**config.mk**
```make
export PLATFORM = sky130hd
export DESIGN_NAME = task_priority_queue_flat
export DESIGN_NICKNAME = d
export VERILOG_FILES = /design/src/tpq_pkg.sv /design/src/tpq_ifs.sv /design/src/tpq_cell.sv /design/src/task_priority_queue.sv /design/src/flat_wrapper.sv
export SDC_FILE = /design/constraint.sdc
export NUM_CORES = 1
export LEC_CHECK = 0
export BUFFER_PORTS_ARGS = -buffer_cell sky130_fd_sc_hd__buf_2
export CAP_MARGIN = 20
export CORE_MARGIN = 1.5
export CORE_UTILIZATION = 30
export DETAILED_ROUTE_END_ITERATION = 8
export GPL_TIMING_DRIVEN = 0
export HOLD_SLACK_MARGIN = 0.1
export MAX_ROUTING_LAYER = met4
export REMOVE_ABC_BUFFERS = 1
export SLEW_MARGIN = 20
export SYNTH_ARGS = -nofsm -noshare
export SYNTH_HDL_FRONTEND = slang
export SYNTH_SLANG_ARGS = --single-unit
```
**constraint.sdc**
```tcl
create_clock -name clock -period 5.9 [get_ports clock]
set_input_delay 0.295 -clock clock [delete_from_list [all_inputs] [get_ports clock]]
set_output_delay 0.295 -clock clock [all_outputs]
set_load 0.01 [all_outputs]
```
**src/tpq_pkg.sv**
```systemverilog
// tpq_pkg: shared types and default sizes for the task priority queue
// no dependencies; used by the cell and the top level
package tpq_pkg;

   // default sizes handed to the top level parameters
   localparam int unsigned DEPTH_DEF     = 16;
   localparam int unsigned TAG_BITS_DEF  = 8;
   localparam int unsigned PRIO_BITS_DEF = 8;

   // request kinds; codes 6 and 7 are ignored requests
   typedef enum logic [2:0] {
      KIND_APPEND = 3'd0,
      KIND_PUSH   = 3'd1,
      KIND_INSERT = 3'd2,
      KIND_POP    = 3'd3,
      KIND_REMOVE = 3'd4,
      KIND_PEEK   = 3'd5
   } kind_type;

   // response status codes
   typedef enum logic [1:0] {
      ST_OK       = 2'd0,
      ST_EMPTY    = 2'd1,
      ST_FULL     = 2'd2,
      ST_NOTFOUND = 2'd3
   } status_type;

   // command broadcast to every cell of the chain
   typedef struct packed {
      logic     update;
      kind_type kind;
   } cell_ctl_type;

endpackage

```
**src/tpq_ifs.sv**
```systemverilog
// tpq_ifs: request and response channel interfaces (valid / ready with payload)
// depends on nothing; widths come from interface parameters

// request channel
interface tpq_req_if #(
   parameter int unsigned TAG_BITS  = 8,
   parameter int unsigned PRIO_BITS = 8
);
   logic                 valid;
   logic                 ready;
   logic [2:0]           kind;
   logic [TAG_BITS-1:0]  task_tag;
   logic [PRIO_BITS-1:0] entry_priority;

   modport source (output valid, kind, task_tag, entry_priority, input ready);
   modport sink   (input valid, kind, task_tag, entry_priority, output ready);
endinterface

// response channel
interface tpq_rsp_if #(
   parameter int unsigned TAG_BITS  = 8,
   parameter int unsigned PRIO_BITS = 8,
   parameter int unsigned CNT_BITS  = 5
);
   logic                 valid;
   logic                 ready;
   logic [TAG_BITS-1:0]  out_tag;
   logic [PRIO_BITS-1:0] out_priority;
   logic [1:0]           status;
   logic [CNT_BITS-1:0]  entry_count;

   modport source (output valid, out_tag, out_priority, status, entry_count, input ready);
   modport sink   (input valid, out_tag, out_priority, status, entry_count, output ready);
endinterface

```
**src/tpq_cell.sv**
```systemverilog
// tpq_cell: one slot of the queue chain, holds a tag and a priority
// depends on tpq_pkg; neighbors pass insert-position and match chains through it
module tpq_cell #(
   parameter int unsigned TAG_BITS  = 8,
   parameter int unsigned PRIO_BITS = 8
) (
   input  logic                 clock,
   input  tpq_pkg::cell_ctl_type ctl,
   input  logic                 occupied,
   input  logic [TAG_BITS-1:0]  new_tag,
   input  logic [PRIO_BITS-1:0] new_prio,
   input  logic [TAG_BITS-1:0]  left_tag,
   input  logic [PRIO_BITS-1:0] left_prio,
   input  logic [TAG_BITS-1:0]  right_tag,
   input  logic [PRIO_BITS-1:0] right_prio,
   input  logic                 keep_in,
   output logic                 keep_out,
   input  logic                 found_in,
   output logic                 found_out,
   input  logic [PRIO_BITS-1:0] fprio_in,
   output logic [PRIO_BITS-1:0] fprio_out,
   output logic [TAG_BITS-1:0]  tag_q,
   output logic [PRIO_BITS-1:0] prio_q
);
   import tpq_pkg::*;

   logic [TAG_BITS-1:0]  tag_ff, tag_in;
   logic [PRIO_BITS-1:0] prio_ff, prio_in;
   logic                 stay_here;
   logic                 match_here;

   // insert: does the new entry go behind this slot
   always_comb begin
      case (ctl.kind)
         KIND_APPEND: stay_here = occupied;
         KIND_INSERT: stay_here = occupied && (prio_ff > new_prio);
         default:     stay_here = 1'b0;
      endcase
   end

   assign keep_out = keep_in && stay_here;

   // pop and remove: first slot that closes the gap
   always_comb begin
      case (ctl.kind)
         KIND_POP:    match_here = 1'b1;
         KIND_REMOVE: match_here = occupied && (tag_ff == new_tag);
         default:     match_here = 1'b0;
      endcase
   end

   assign found_out = found_in || match_here;
   assign fprio_out = found_in ? fprio_in : prio_ff;

   // next slot contents
   always_comb begin
      tag_in  = tag_ff;
      prio_in = prio_ff;
      if (ctl.kind inside {KIND_APPEND, KIND_PUSH, KIND_INSERT}) begin
         if (!keep_in) begin
            tag_in  = left_tag;
            prio_in = left_prio;
         end else if (!stay_here) begin
            tag_in  = new_tag;
            prio_in = new_prio;
         end
      end else if (ctl.kind inside {KIND_POP, KIND_REMOVE}) begin
         if (found_out) begin
            tag_in  = right_tag;
            prio_in = right_prio;
         end
      end
   end

   // slot storage, written only on an effective request
   always_ff @(posedge clock) begin
      if (ctl.update) begin
         tag_ff  <= tag_in;
         prio_ff <= prio_in;
      end
   end

   assign tag_q  = tag_ff;
   assign prio_q = prio_ff;

endmodule

```
**src/task_priority_queue.sv**
```systemverilog
// task_priority_queue: bounded ordered queue of task entries built as a row of cells
// depends on tpq_pkg, tpq_ifs (tpq_req_if, tpq_rsp_if) and tpq_cell
//
//   channel  dir  handshake      payload
//   req_if   in   valid / ready  kind, task_tag, entry_priority
//   rsp_if   out  valid / ready  out_tag, out_priority, status, entry_count
//
// one request per cycle; its response appears in the output register the cycle after.
// the whole update (position search along the chain plus shift) is combinational ahead of the slot write,
// so the longest path is the ripple through all DEPTH cells.
// a new request is taken while the response register is empty or being drained.
// synchronous reset empties the queue and drops any pending response; slot contents
// are not cleared, no clearing pass.
module task_priority_queue #(
   parameter int unsigned DEPTH     = tpq_pkg::DEPTH_DEF,
   parameter int unsigned TAG_BITS  = tpq_pkg::TAG_BITS_DEF,
   parameter int unsigned PRIO_BITS = tpq_pkg::PRIO_BITS_DEF
) (
   input logic clock,
   input logic reset,
   tpq_req_if.sink   req_if,
   tpq_rsp_if.source rsp_if
);
   import tpq_pkg::*;

   localparam int unsigned CNT_BITS = $clog2(DEPTH + 1);
   localparam logic [CNT_BITS-1:0] FULL_CNT = CNT_BITS'(DEPTH);

   logic [CNT_BITS-1:0]  count_ff, count_in;
   logic                 rsp_valid_ff;
   logic [TAG_BITS-1:0]  rsp_tag_ff, rsp_tag_in;
   logic [PRIO_BITS-1:0] rsp_prio_ff, rsp_prio_in;
   status_type           rsp_status_ff, rsp_status_in;

   logic                 accept;
   logic                 is_full, is_empty;
   kind_type             kind;
   cell_ctl_type         ctl;

   logic [DEPTH-1:0]     occupied;
   logic [DEPTH:0]       keep_chain;
   logic [DEPTH:0]       found_chain;
   logic [PRIO_BITS-1:0] fprio_chain [DEPTH+1];
   logic [TAG_BITS-1:0]  cell_tag  [DEPTH];
   logic [PRIO_BITS-1:0] cell_prio [DEPTH];

   // handshake
   assign req_if.ready = !rsp_valid_ff || rsp_if.ready;
   assign accept       = req_if.valid && req_if.ready;
   assign kind         = kind_type'(req_if.kind);
   assign is_full      = (count_ff == FULL_CNT);
   assign is_empty     = (count_ff == '0);

   // chain ends
   assign keep_chain[0]  = 1'b1;
   assign found_chain[0] = 1'b0;
   assign fprio_chain[0] = '0;

   // row of cells
   for (genvar i = 0; i < DEPTH; i++) begin : g_cell
      localparam int unsigned LEFT  = (i == 0) ? 0 : i - 1;
      localparam int unsigned RIGHT = (i == DEPTH - 1) ? i : i + 1;

      assign occupied[i] = (count_ff > CNT_BITS'(i));

      tpq_cell #(
         .TAG_BITS  (TAG_BITS),
         .PRIO_BITS (PRIO_BITS)
      ) u_cell (
         .clock      (clock),
         .ctl        (ctl),
         .occupied   (occupied[i]),
         .new_tag    (req_if.task_tag),
         .new_prio   (req_if.entry_priority),
         .left_tag   (cell_tag[LEFT]),
         .left_prio  (cell_prio[LEFT]),
         .right_tag  (cell_tag[RIGHT]),
         .right_prio (cell_prio[RIGHT]),
         .keep_in    (keep_chain[i]),
         .keep_out   (keep_chain[i+1]),
         .found_in   (found_chain[i]),
         .found_out  (found_chain[i+1]),
         .fprio_in   (fprio_chain[i]),
         .fprio_out  (fprio_chain[i+1]),
         .tag_q      (cell_tag[i]),
         .prio_q     (cell_prio[i])
      );
   end

   // request decode, response and count
   always_comb begin
      ctl.kind      = kind;
      ctl.update    = 1'b0;
      count_in      = count_ff;
      rsp_tag_in    = '0;
      rsp_prio_in   = '0;
      rsp_status_in = ST_OK;
      case (kind)
         KIND_APPEND, KIND_PUSH, KIND_INSERT: begin
            rsp_tag_in  = req_if.task_tag;
            rsp_prio_in = req_if.entry_priority;
            if (is_full) begin
               rsp_status_in = ST_FULL;
            end else begin
               ctl.update = accept;
               count_in   = count_ff + 1'b1;
            end
         end
         KIND_POP, KIND_PEEK: begin
            if (is_empty) begin
               rsp_status_in = ST_EMPTY;
            end else begin
               rsp_tag_in  = cell_tag[0];
               rsp_prio_in = cell_prio[0];
               if (kind == KIND_POP) begin
                  ctl.update = accept;
                  count_in   = count_ff - 1'b1;
               end
            end
         end
         KIND_REMOVE: begin
            rsp_tag_in = req_if.task_tag;
            if (is_empty) begin
               rsp_status_in = ST_EMPTY;
            end else if (!found_chain[DEPTH]) begin
               rsp_status_in = ST_NOTFOUND;
            end else begin
               rsp_prio_in = fprio_chain[DEPTH];
               ctl.update  = accept;
               count_in    = count_ff - 1'b1;
            end
         end
         default: begin
            // unused codes: nothing changes
         end
      endcase
   end

   // control registers
   always_ff @(posedge clock) begin
      if (reset) begin
         count_ff     <= '0;
         rsp_valid_ff <= 1'b0;
      end else begin
         if (accept) begin
            count_ff     <= count_in;
            rsp_valid_ff <= 1'b1;
         end else if (rsp_if.ready) begin
            rsp_valid_ff <= 1'b0;
         end
      end
   end

   // response payload
   always_ff @(posedge clock) begin
      if (accept) begin
         rsp_tag_ff    <= rsp_tag_in;
         rsp_prio_ff   <= rsp_prio_in;
         rsp_status_ff <= rsp_status_in;
      end
   end

   assign rsp_if.valid        = rsp_valid_ff;
   assign rsp_if.out_tag      = rsp_tag_ff;
   assign rsp_if.out_priority = rsp_prio_ff;
   assign rsp_if.status       = rsp_status_ff;
   assign rsp_if.entry_count  = count_ff;

   // checks
   a_count_bound: assert property (@(posedge clock) disable iff (reset)
      count_ff <= FULL_CNT)
      else $error("entry count above depth");

   a_rsp_follows: assert property (@(posedge clock) disable iff (reset)
      accept |=> rsp_valid_ff)
      else $error("transfer without response");

   a_full_status: assert property (@(posedge clock) disable iff (reset)
      rsp_valid_ff && rsp_status_ff == ST_FULL |-> count_ff == FULL_CNT)
      else $error("full status with free slots");

   a_empty_status: assert property (@(posedge clock) disable iff (reset)
      rsp_valid_ff && rsp_status_ff == ST_EMPTY |-> count_ff == '0)
      else $error("empty status with entries held");

endmodule
```
**src/flat_wrapper.sv**
```systemverilog
// flat-port wrapper written by rule: the top's interface ports become plain ports
module task_priority_queue_flat import tpq_pkg::*;
#(
   parameter int unsigned DEPTH     = tpq_pkg::DEPTH_DEF,
   parameter int unsigned TAG_BITS  = tpq_pkg::TAG_BITS_DEF,
   parameter int unsigned PRIO_BITS = tpq_pkg::PRIO_BITS_DEF
)
  (clock, reset, req_if_valid, req_if_kind, req_if_task_tag, req_if_entry_priority, req_if_ready, rsp_if_valid, rsp_if_out_tag, rsp_if_out_priority, rsp_if_status, rsp_if_entry_count, rsp_if_ready);
  tpq_req_if #(.TAG_BITS(TAG_BITS), .PRIO_BITS(PRIO_BITS)) req_if_i ();
  tpq_rsp_if #(.TAG_BITS(TAG_BITS), .PRIO_BITS(PRIO_BITS)) rsp_if_i ();
  input logic clock;
  input logic reset;
  input wire logic [$bits(req_if_i.valid)-1:0] req_if_valid;
  input wire logic [$bits(req_if_i.kind)-1:0] req_if_kind;
  input wire logic [$bits(req_if_i.task_tag)-1:0] req_if_task_tag;
  input wire logic [$bits(req_if_i.entry_priority)-1:0] req_if_entry_priority;
  output wire logic [$bits(req_if_i.ready)-1:0] req_if_ready;
  output wire logic [$bits(rsp_if_i.valid)-1:0] rsp_if_valid;
  output wire logic [$bits(rsp_if_i.out_tag)-1:0] rsp_if_out_tag;
  output wire logic [$bits(rsp_if_i.out_priority)-1:0] rsp_if_out_priority;
  output wire logic [$bits(rsp_if_i.status)-1:0] rsp_if_status;
  output wire logic [$bits(rsp_if_i.entry_count)-1:0] rsp_if_entry_count;
  input wire logic [$bits(rsp_if_i.ready)-1:0] rsp_if_ready;
  assign req_if_i.valid = req_if_valid;
  assign req_if_i.kind = req_if_kind;
  assign req_if_i.task_tag = req_if_task_tag;
  assign req_if_i.entry_priority = req_if_entry_priority;
  assign req_if_ready = req_if_i.ready;
  assign rsp_if_valid = rsp_if_i.valid;
  assign rsp_if_out_tag = rsp_if_i.out_tag;
  assign rsp_if_out_priority = rsp_if_i.out_priority;
  assign rsp_if_status = rsp_if_i.status;
  assign rsp_if_entry_count = rsp_if_i.entry_count;
  assign rsp_if_i.ready = rsp_if_ready;
  task_priority_queue #(.DEPTH(DEPTH), .TAG_BITS(TAG_BITS), .PRIO_BITS(PRIO_BITS)) u_core (.clock(clock), .reset(reset), .req_if(req_if_i), .rsp_if(rsp_if_i));
endmodule
```
# After elaboration in Yosys (flattened, before gate mapping)
# Index checks and enable logic that the tools add are counted.
# totals
inputBits	23
mem_bits_ro	0
reg_bits	280
mem_bits_rw	0
word_cells	444
latchBits	0
output_inout_bits	25
mem_count	0
# op_classes
addsub	2
n_mux	224
mul	0
n_eq_ne	43
div	0
shifts	0
n_reduce_logical	106
bitwise	0
order_cmp	32
# ops
cell	count
8-bit two-way mux	171
8-bit equality test	16
8-bit > comparator	16
1-bit one-hot mux with 2 select lines	32
4-bit AND reduction	15
1-bit logical AND	47
3-bit != test, second input constant	14
5-bit by 4-bit > comparator with 1-bit output, second input constant	8
2-bit nonzero test	18
5-bit two-way mux	5
8-bit one-hot mux with 3 select lines	1
5-bit by 3-bit > comparator with 1-bit output, second input constant	4
1-bit logical OR	16
8-bit one-hot mux with 2 select lines	1
5-bit one-hot mux with 3 select lines	1
2-bit != test, second input constant	6
5-bit by 1-bit > comparator with 1-bit output, second input constant	2
5-bit by 2-bit > comparator with 1-bit output, second input constant	2
1-bit two-way mux	8
7-bit AND reduction	1
3-bit by 2-bit equality test with 1-bit output, second input constant	2
3-bit equality test, second input constant	2
2-bit two-way mux	3
2-bit one-hot mux with 3 select lines	1
14 further kinds	15

# Depth between registers and ports, before layout
# Gate-level depths: netlist of the first run.
# depth
ltp_word	22
ltp_mapped	15
depth_no_buf	10

# Cells and area by module
# From an unflattened synthesis of the first run, not the netlist that was laid out.
# unflattened
hier_cells	2182
hier_area_um2	22049.9
# modules_own_cells
mod	cells_each	seq_area_each_um2	area_each_um2	instances
tpq_cell at u_core.g_cell[0].u_cell ...	126	480.5	1283.7	11
tpq_cell at u_core.g_cell[5].u_cell ...	129	480.5	1272.5	5
task_priority_queue	151	660.6	1566.5	1

# Least setup slack after synthesis of the first run
# OpenSTA, ideal clock, no wires.
# synth_path
path_type	input to register
startpoint	input req_if_entry_priority[6]
endpoint	register u_core.g_cell[12].u_cell.prio_ff[0], enable pin
setup_ns	0.419
t_required_ns	5.481
path_slack_ns	1.324
n_path_buf	4
stages	13
t_arrival_ns	4.157
path_cell_list	clkbuf_1 > inv_1 > ha_1 > a21o_1 > a21o_1 > nor4b_1 > o21ai_1 > and3_1 > buf_2 > and4_1 > buf_4 > buf_2 > a311oi_1
# synth_between
elab_chain_len	16
elab_cells_between_ends	52
classes_between	13 x order compare; 1 x eq/ne; 13 x mux; 25 x reduce/logical
# synth_rtl
item	line	text
from (decl)	flat_wrapper.sv:16	input wire logic [$bits(req_if_i.entry_priority)-1:0] req_if_entry_priority;
8-bit > comparator	tpq_cell.sv:36	KIND_INSERT: stay_here = occupied && (prio_ff > new_prio);
1-bit logical AND	tpq_cell.sv:36	
1-bit one-hot mux with 2 select lines	tpq_cell.sv:34	case (ctl.kind)
1-bit logical AND (11 in series)	tpq_cell.sv:41	assign keep_out = keep_in && stay_here;
3-bit != test (no line) *	--	
4-bit AND reduction (no line) *	--	
to (signal assigned)	tpq_cell.sv:79	prio_ff <= prio_in;
to (decl)	tpq_cell.sv:28	logic [PRIO_BITS-1:0] prio_ff, prio_in;
# Every way passes the cells marked *; elsewhere a longest branch is shown, timed or not.
# A chain may end at the register's enable or synchronous reset.

# Worst setup path in the final report of the first run
# layout_path
startpoint	input req_if_entry_priority[1]
endpoint	register u_core.g_cell[15].u_cell.prio_ff[7], enable pin
# layout_between
elab_chain_len	19
elab_cells_between_ends	64
classes_between	16 x order compare; 1 x eq/ne; 16 x mux; 31 x reduce/logical
# layout_rtl
item	line
8-bit > comparator	tpq_cell.sv:36
1-bit logical AND	tpq_cell.sv:36
1-bit one-hot mux with 2 select lines	tpq_cell.sv:34
1-bit logical AND (14 in series)	tpq_cell.sv:41
2-bit != test (no line) *	--
3-bit AND reduction (no line) *	--
to (signal assigned)	tpq_cell.sv:79
to (decl)	tpq_cell.sv:28
# Marked as above.

==> results by group, run 1 <==
Pwr
  • Clock network power share: a little over two fifths
  • Sw Ratio: 28.06%
  • Pleak: between 0.009 and 0.01 uW
  • Pint: 3873 uW
  • Total power: approximately 5400 uW
  • Combinational power share: between 10% and 20%
  • PD cells: between 200 and 250 nW/um^2
  • Net Sw Power: ~1500 uW
  • Sequential Power Share: a little over two fifths
  • Peak VDD IR: 0.0001522 V

Floorplan
  • Die height: about 260 um
  • Die ar.: between 70000 and 80000 um^2
  • Core area: slightly below 70000 um^2
  • Row cnt: 95
  • Starting Density: a little under a third
  • Die extent in x: between 200 and 300 um
  • # IOs: 48

Hold path
  • HP Class: input port to register
  • Hold depth: 3
  • Hold worst-path end: u_core.g_cell[3].u_cell.prio_q[6]
  • Hold_sp: req_if_entry_priority[6]

Timing
  • Worst setup margin: between 0.1 and 0.15 ns
  • Fmax: 0.1728 GHz
  • Tmin final: between 5 and 6 ns
  • RSZ-0062 raised after global routing: no
  • Tcrit/Tclk final: 98.07%
  • Setup violators final: 0
  • Setup Skew: about 0.022 ns
  • Slew Viols, Final: 0
  • Slew @ Worst Pin: around 1.2 ns
  • Worst slew margin: roughly 22%
  • Final hold vios: 0

Yosys
  • Cell Area, Synth: around 20000 um^2
  • Post-synth EDFFs: ~270
  • Mapped Cells: around 2200
  • Yosys cell types: 86
  • Most frequent cell after synthesis: nand2_1
  • Async S/R FF share, synth: 0%
  • Share of the yosys chip area belonging to registers: roughly two fifths
  • FF+latch count, synth: 280
  • Top_reg_cell synth: edfxtp_1
  • Top cells by count, synth: 292 x nand2_1, 274 x edfxtp_1, 167 x mux2i_1, 162 x nor2_1, 156 x o21ai_0
  • Yosys warns: 0
  • Yosys top cell by area: edfxtp_1
  • Top cell type's share of synthesized area: between 40% and 50%
  • Syn_area_per_cell: around 9.5 um^2
  • Ranking of synthesized cells by area: edfxtp_1 40%, ha_1 8.2%, mux2i_1 8.1%

Worst setup path
  • Crit. End Element: register
  • Critical Path RT: a little over 6 ns
  • CP max stage delay: roughly 0.83 ns
  • Worst R2R Start: u_core.rsp_if.entry_count[0]
  • CP Launch Type: input port
  • Worst reg2reg setup slack: 0.44 ns
  • Top delay family on crit path: buffers and inverters
  • Critical-path top delay cell: o21a_1
  • CP bufs+invs: 5
  • Setup crit start: req_if_entry_priority[1]
  • R2R cell count: 12
  • Crit path kind: input port to register
  • Worst Path Arrival: roughly 6 ns
  • RR Endpoint: u_core.g_cell[15].u_cell.prio_q[7]
  • Worst path cell trace: buf_2, inv_1, ha_1, nor2b_1, o21bai_1, a211oi_1, o21a_1, and3_1, nand4_4, buf_12, nor3_4, buf_6, a311oi_4, buf_8
  • CP max FO: 26

Routing
  • DR vias/cell: 5.897
  • Routed wire length: 72770 um
  • DRT antenna net count: 0
  • Vias: 17820
  • Initial drt markers: about 2100
  • Avg WL per Cell: 24.08 um
  • DRC viols: 0
  • Drt pass-1 iters: 5

Clock tree
  • # Post-CTS Setup Buffers: 0
  • CTS buffer count: 36
  • CTS tree: built
  • Clk slew on worst S/H paths: ~0.060 ns
  • CTS root buffer: clkbuf_16
  • Clock latency on the worst-skew pair: 0.57 ns
  • # clock sinks: 280
  • Htree depth: 2
  • Clock Path Buffers: 3

Cells and area
  • Layout cells sized above 1: under 10%
  • Layout fillers: 6748
  • Nets@finish: around 2300
  • Area growth syn-to-layout: 12.54%

GRT
  • Largest net degree at the start of global routing: 83
  • Global Route Usage Sum: 20.89%
  • Initial antenna violation count: 3
  • Vias in the first global route: approximately 17000
  • Total grt overflow: 0
  • First-pass GRT wire length: 108100 um

Placement
  • Routability congestion estimate: roughly 0.94
  • HPWL after DPL: 51520 um
  • Pre-CTS WS: -0.3220 ns
  • I/O Buffers: 47

Run status
  • Status: finished clean

Run
  • Max cap viols: 0
-- layout by cell type (no fill, tap or decap), drive strengths merged, types with 9 or more instances in the layout --
cell type  instances
and3              15
o221ai            16
nand3             47
ha               134
a22oi             13
nor3b              9
nand4             31
xor2              81
clkinv            19
a31oi             49
buf               83
xnor2             50
or3               19
mux2              17
nor4              14
edfxtp           274
inv               36
mux2i            167
nand2            292
a21oi            103
a211oi            31
nor2b             18
or2                9
nor2             165
o211ai            20
o21a              19
clkbuf            45
a21o              15
o31a              13
o21ai            174
nor3              59
-- tightest hold or removal path, stage by stage --
cell	delay, ns
buf_2	0.19
nand2_1	0.09
a31oi_1	0.07
-- through the flow --
step | utilization (%) | instance area (um^2) | TNS (ns) | std cells | hold WS (ns)
3_3_place_gp | 31.30 | 21100 | -3499.49 | 2913 | 0.4937
6_report | 34.28 | 23100 | 0 | 3022 | 0.2703
5_1_grt | 34.27 | 23100 | 0 | 3021 | 0.2799
4_1_cts | 34.22 | 23060 | 0 | 3017 | 0.2427
3_5_place_dp | 32.43 | 21860 | -10.07 | 2948 | 0.5327
2_1_floorplan | - | 19770 | -1163.61 | 1993 | 0.3641
-- worst max-delay path by stage --
stage	to	slack, ns	cells after the start
after detailed placement	u_core.g_cell[15].u_cell.prio_q[0]	-0.32	14
after floorplan	u_core.g_cell[1].u_cell.prio_q[0]	-4.10	3
after CTS	u_core.g_cell[15].u_cell.prio_q[7]	0.21	14
after global placement	u_core.g_cell[5].u_cell.prio_q[6]	-10.85	4
after global routing	u_core.g_cell[15].u_cell.prio_q[7]	0.01	14
final	u_core.g_cell[15].u_cell.prio_q[7]	0.11	14
-- power groups by stage --
stage / Clock [uW] / Sequential (uW) / Combinational [uW]
floorplan: 0 / 2370 / 471
global placement: 0 / 2400 / 742
detailed placement: 0 / 2390 / 754
CTS: 2280 / 2350 / 760
global route: 2340 / 2360 / 845
finish: 2250 / 2350 / 779
-- flip-flops by register name, indices dropped and copies added (netlist names) --
name / flops
u_core.g_cell.u_cell.prio_q: 128
u_core.rsp_if.status: 2
u_core.rsp_if.entry_count: 5
u_core.rsp_if.valid: 1
u_core.rsp_if.out_priority: 8
u_core.g_cell.u_cell.tag_q: 128
u_core.rsp_if.out_tag: 8
-- layout make-up --
| type | instances | area, um^2 | area share, % |
|---|---|---|---|
| Antenna cell | 4 | 10.01 | 0.04333 |
| Clock buffer | 45 | 997.2 | 4.316 |
| Clock inverter | 21 | 181.4 | 0.7853 |
| Inverter | 37 | 138.9 | 0.6012 |
| Multi-Input combinational cell | 1676 | 11450 | 49.56 |
| Sequential cell | 280 | 8348 | 36.14 |
| Tap cell | 873 | 1092 | 4.728 |
| Timing Repair Buffer | 86 | 885.9 | 3.834 |
-- metal layers --
layer  track usage (%)  share of wire (%)  vias up
li1                  -                  -     7931
met1             28.07                 43     8695
met2             31.40                 44     1011
met3             3.511                9.6      183
met4             7.953                3.7        0
met5                 -                  0        -
-- timing repair --
item                                   in CTS  in global routing
endpoints found under the hold margin       6                  0
gates resized for setup                     0                  0
setup endpoints to repair                   0                  0
hold buffers                                3                  0
-- kinds of logic after synthesis --
| group | Yosys count | share of synthesized area [%] |
|---|---|---|
| AO/OA/AOI/OAI | 520 | 16.12 |
| XOR/XNOR | 131 | 5.589 |
| buffers and inverters | 199 | 4.370 |
| flip-flops | 280 | 40.67 |
| adder cells (fa/ha/maj) | 134 | 8.167 |
| multiplexers | 184 | 9.075 |
| AND/OR/NAND/NOR | 707 | 16.01 |
No activity file was read; power rests on OpenSTA's default activity.
==> run 2, diff against run 1 <==
--- a/config.mk
+++ b/config.mk
@@ -8,9 +8,8 @@
 export BUFFER_PORTS_ARGS = -buffer_cell sky130_fd_sc_hd__buf_2
 export CAP_MARGIN = 20
 export CORE_MARGIN = 1.5
-export CORE_UTILIZATION = 30
+export CORE_UTILIZATION = 46
 export DETAILED_ROUTE_END_ITERATION = 8
-export GPL_TIMING_DRIVEN = 0
 export HOLD_SLACK_MARGIN = 0.1
 export MAX_ROUTING_LAYER = met4
 export REMOVE_ABC_BUFFERS = 1
==> results by group, run 2 (same netlist as run 1, synthesis figures left out) <==
Placement
  • HPWL after DPL: 55110 um (+7.0%)
  • Pre-CTS WS: 1.030 ns (+1.352 ns)
  • I/O Buffers: 47 (unchanged)
  • Routability congestion estimate: 0.9880 (+4.8%)

Routing
  • Avg WL per Cell: 27.51 um (+14%)
  • DRT antenna net count: 0 (unchanged)
  • DR vias/cell: 6.385 (+8.3%)
  • Initial drt markers: 2047 (-4.6%)
  • DRC viols: 0 (unchanged)
  • Routed wire length: 76340 um (+4.9%)
  • Vias: 17720 (-0.57%)
  • Drt pass-1 iters: 7 (+2)

GRT
  • GRT busiest layer: met2
  • GRT met1 Usage: 44.53% (+16 points)
  • Met3 Use GR: 6.142% (+2.6 points)
  • Total grt overflow: 0 (unchanged)
  • First-pass GRT wire length: 111800 um (+3.4%)
  • Initial antenna violation count: 2 (-1)
  • Global Route Usage Sum: 33.58% (+13 points)
  • Met2 Track Usage GR: 50.68% (+19 points)
  • Largest net degree at the start of global routing: 127 (+53%)
  • Vias in the first global route: 17160 (+0.59%)

Pwr
  • PD cells: 229.0 nW/um^2 (-1.8%)
  • Total power: 5142 uW (-4.5%)
  • Pleak: 0.009164 uW (-0.20%)
  • Peak VDD IR: 0.0002038 V (+34%)

Cells and area
  • Commonest non-fill, non-tap cell in the layout: nand2_1
  • Commonest non-fill, non-tap cells in the layout: 291 x nand2_1, 274 x edfxtp_1, 167 x mux2i_1
  • Layout cells sized above 1: 9.629% (+0.49 points)
  • Layout fillers: 4208 (-38%)
  • Nets@finish: 2311 (+1.6%)
  • Area growth syn-to-layout: 9.392%

Worst setup path
  • CP Capture Point: u_core.g_cell[3].u_cell.prio_q[1]
  • Crit path kind: register to register
  • Worst Path Arrival: 5.28 ns (-0.81 ns)
  • Critical Path RT: 6.17 ns (-0.04 ns)
  • Worst reg2reg setup slack: 0.88 ns (+0.44 ns)
  • Crit. End Element: register
  • Setup crit start: u_core.rsp_if.entry_count[1]
  • R2R cell count: 11 (-1)
  • CP max FO: 17 (-35%)
  • Worst R2R Start: u_core.rsp_if.entry_count[1]
  • RR Endpoint: u_core.g_cell[3].u_cell.prio_q[1]
  • CP Launch Type: register

Clock tree
  • Clock latency on the worst-skew pair: 0.58 ns (about the same)
  • CTS tree: built
  • Clock Path Buffers: 3 (unchanged)
  • Htree depth: 2 (unchanged)
  • # clock sinks: 280 (unchanged)
  • Clk slew on worst S/H paths: 0.06 ns (about the same)
  • CTS root buffer: clkbuf_16
  • CTS buffer count: 35 (-2.8%)
  • # Post-CTS Setup Buffers: 0 (unchanged)

Floorplan
  • Core area: 44120 um^2 (-35%)
  • # IOs: 48 (unchanged)
  • Starting Density: 46.52% (+16 points)
  • Die ar.: 45900 um^2 (-34%)
  • Die extent in x: 214.3 um (-19%)
  • Row cnt: 77 (-19%)
  • Die height: 214.3 um (-19%)

Timing
  • Setup Skew: 0.01539 ns (-0.006567 ns)
  • Tcrit/Tclk final: 85.03% (-13 points)
  • Worst slew margin: 29.21% (+6.8 points)
  • Setup violators final: 0 (unchanged)
  • Final setup TNS: 0 ns (unchanged)
  • Final hold vios: 0 (unchanged)
  • Tmin final: 5.017 ns (-0.7694 ns)
  • Worst setup margin: 0.8831 ns (+0.7694 ns)
  • Slew @ Worst Pin: 1.058 ns (-0.1045 ns)
  • Fmax: 0.1993 GHz (+15%)
  • Slew Viols, Final: 0 (unchanged)
  • RSZ-0062 raised after global routing: no

Run
  • Max cap viols: 0 (unchanged)

Run status
  • Status: finished clean

Hold path
  • HP Class: input port to register
run 2: power breakdown:
part / internal [uW] / leakage [uW] / total [uW] / switching [uW]
registers: 2280 / 0.00255 / 2360 / 79.7
logic: 256 / 0.00611 / 770 / 515
clock network: 1110 / 0.000502 / 2020 / 909
run 2: layer usage:
layer	up-vias	wire, um	share of wire, %
met2	841	34010	45
met4	0	3266	4.3
li1	7990	-	-
met3	171	6933	9.1
met5	-	0	0
met1	8716	32130	42
run 2: final cells by class:
class	instances	area, um^2	area share (%)
inverter	37	138.9	0.6185
clock buffer	47	920.9	4.101
clock inverter	17	113.9	0.5070
timing repair buffer	124	843.3	3.755
antenna	2	5.005	0.02229
multi-input combinational	1676	11350	50.52
tap	592	740.7	3.298
sequential	280	8348	37.17
run 2: what timing repair did:
action / in CTS / in global routing
resized for setup: 0 / 0
hold buffers: 3 / 0
hold endpoints to repair: 6 / 0
endpoints found under the setup margin: 0 / 0
run 2: worst min path at each step:
| stage | cells past startpoint | end | slack (ns) | from |
|---|---|---|---|---|
| 5_1_grt | 2 | u_core.g_cell[15].u_cell.prio_q[6] | 0.23 | req_if_entry_priority[6] |
| 2_1_floorplan | 1 | u_core.rsp_if.entry_count[2] | 0.36 | reset |
| 3_3_place_gp | 2 | u_core.rsp_if.valid | 0.49 | u_core.rsp_if.valid |
| 4_1_cts | 2 | u_core.g_cell[15].u_cell.prio_q[6] | 0.22 | req_if_entry_priority[6] |
| 6_report | 3 | u_core.g_cell[1].u_cell.prio_q[6] | 0.26 | req_if_entry_priority[6] |
| 3_5_place_dp | 2 | u_core.rsp_if.valid | 0.51 | u_core.rsp_if.valid |
run 2: per-stage QoR:
step	util (%)	area (um^2)	std cells	hold slack (ns)
after floorplan	-	19770	1993	0.3641
after global placement	48.46	21380	2705	0.4892
after detailed placement	48.46	21380	2705	0.5147
after CTS	50.87	22450	2772	0.2210
after global routing	50.89	22460	2775	0.2332
final	50.89	22460	2775	0.2555
run 2: worst max-delay path: stages (launching register included):
cell and delay [ns]:
dfxtp_1 0.67, inv_1 0.19, ha_1 0.25, o21ba_2 0.25
a21boi_1 0.21, or4_1 0.84, nand2_1 0.26, nor4b_2 0.12
a21o_1 0.47, buf_4 0.30, nor2_1 0.81, buf_4 0.34
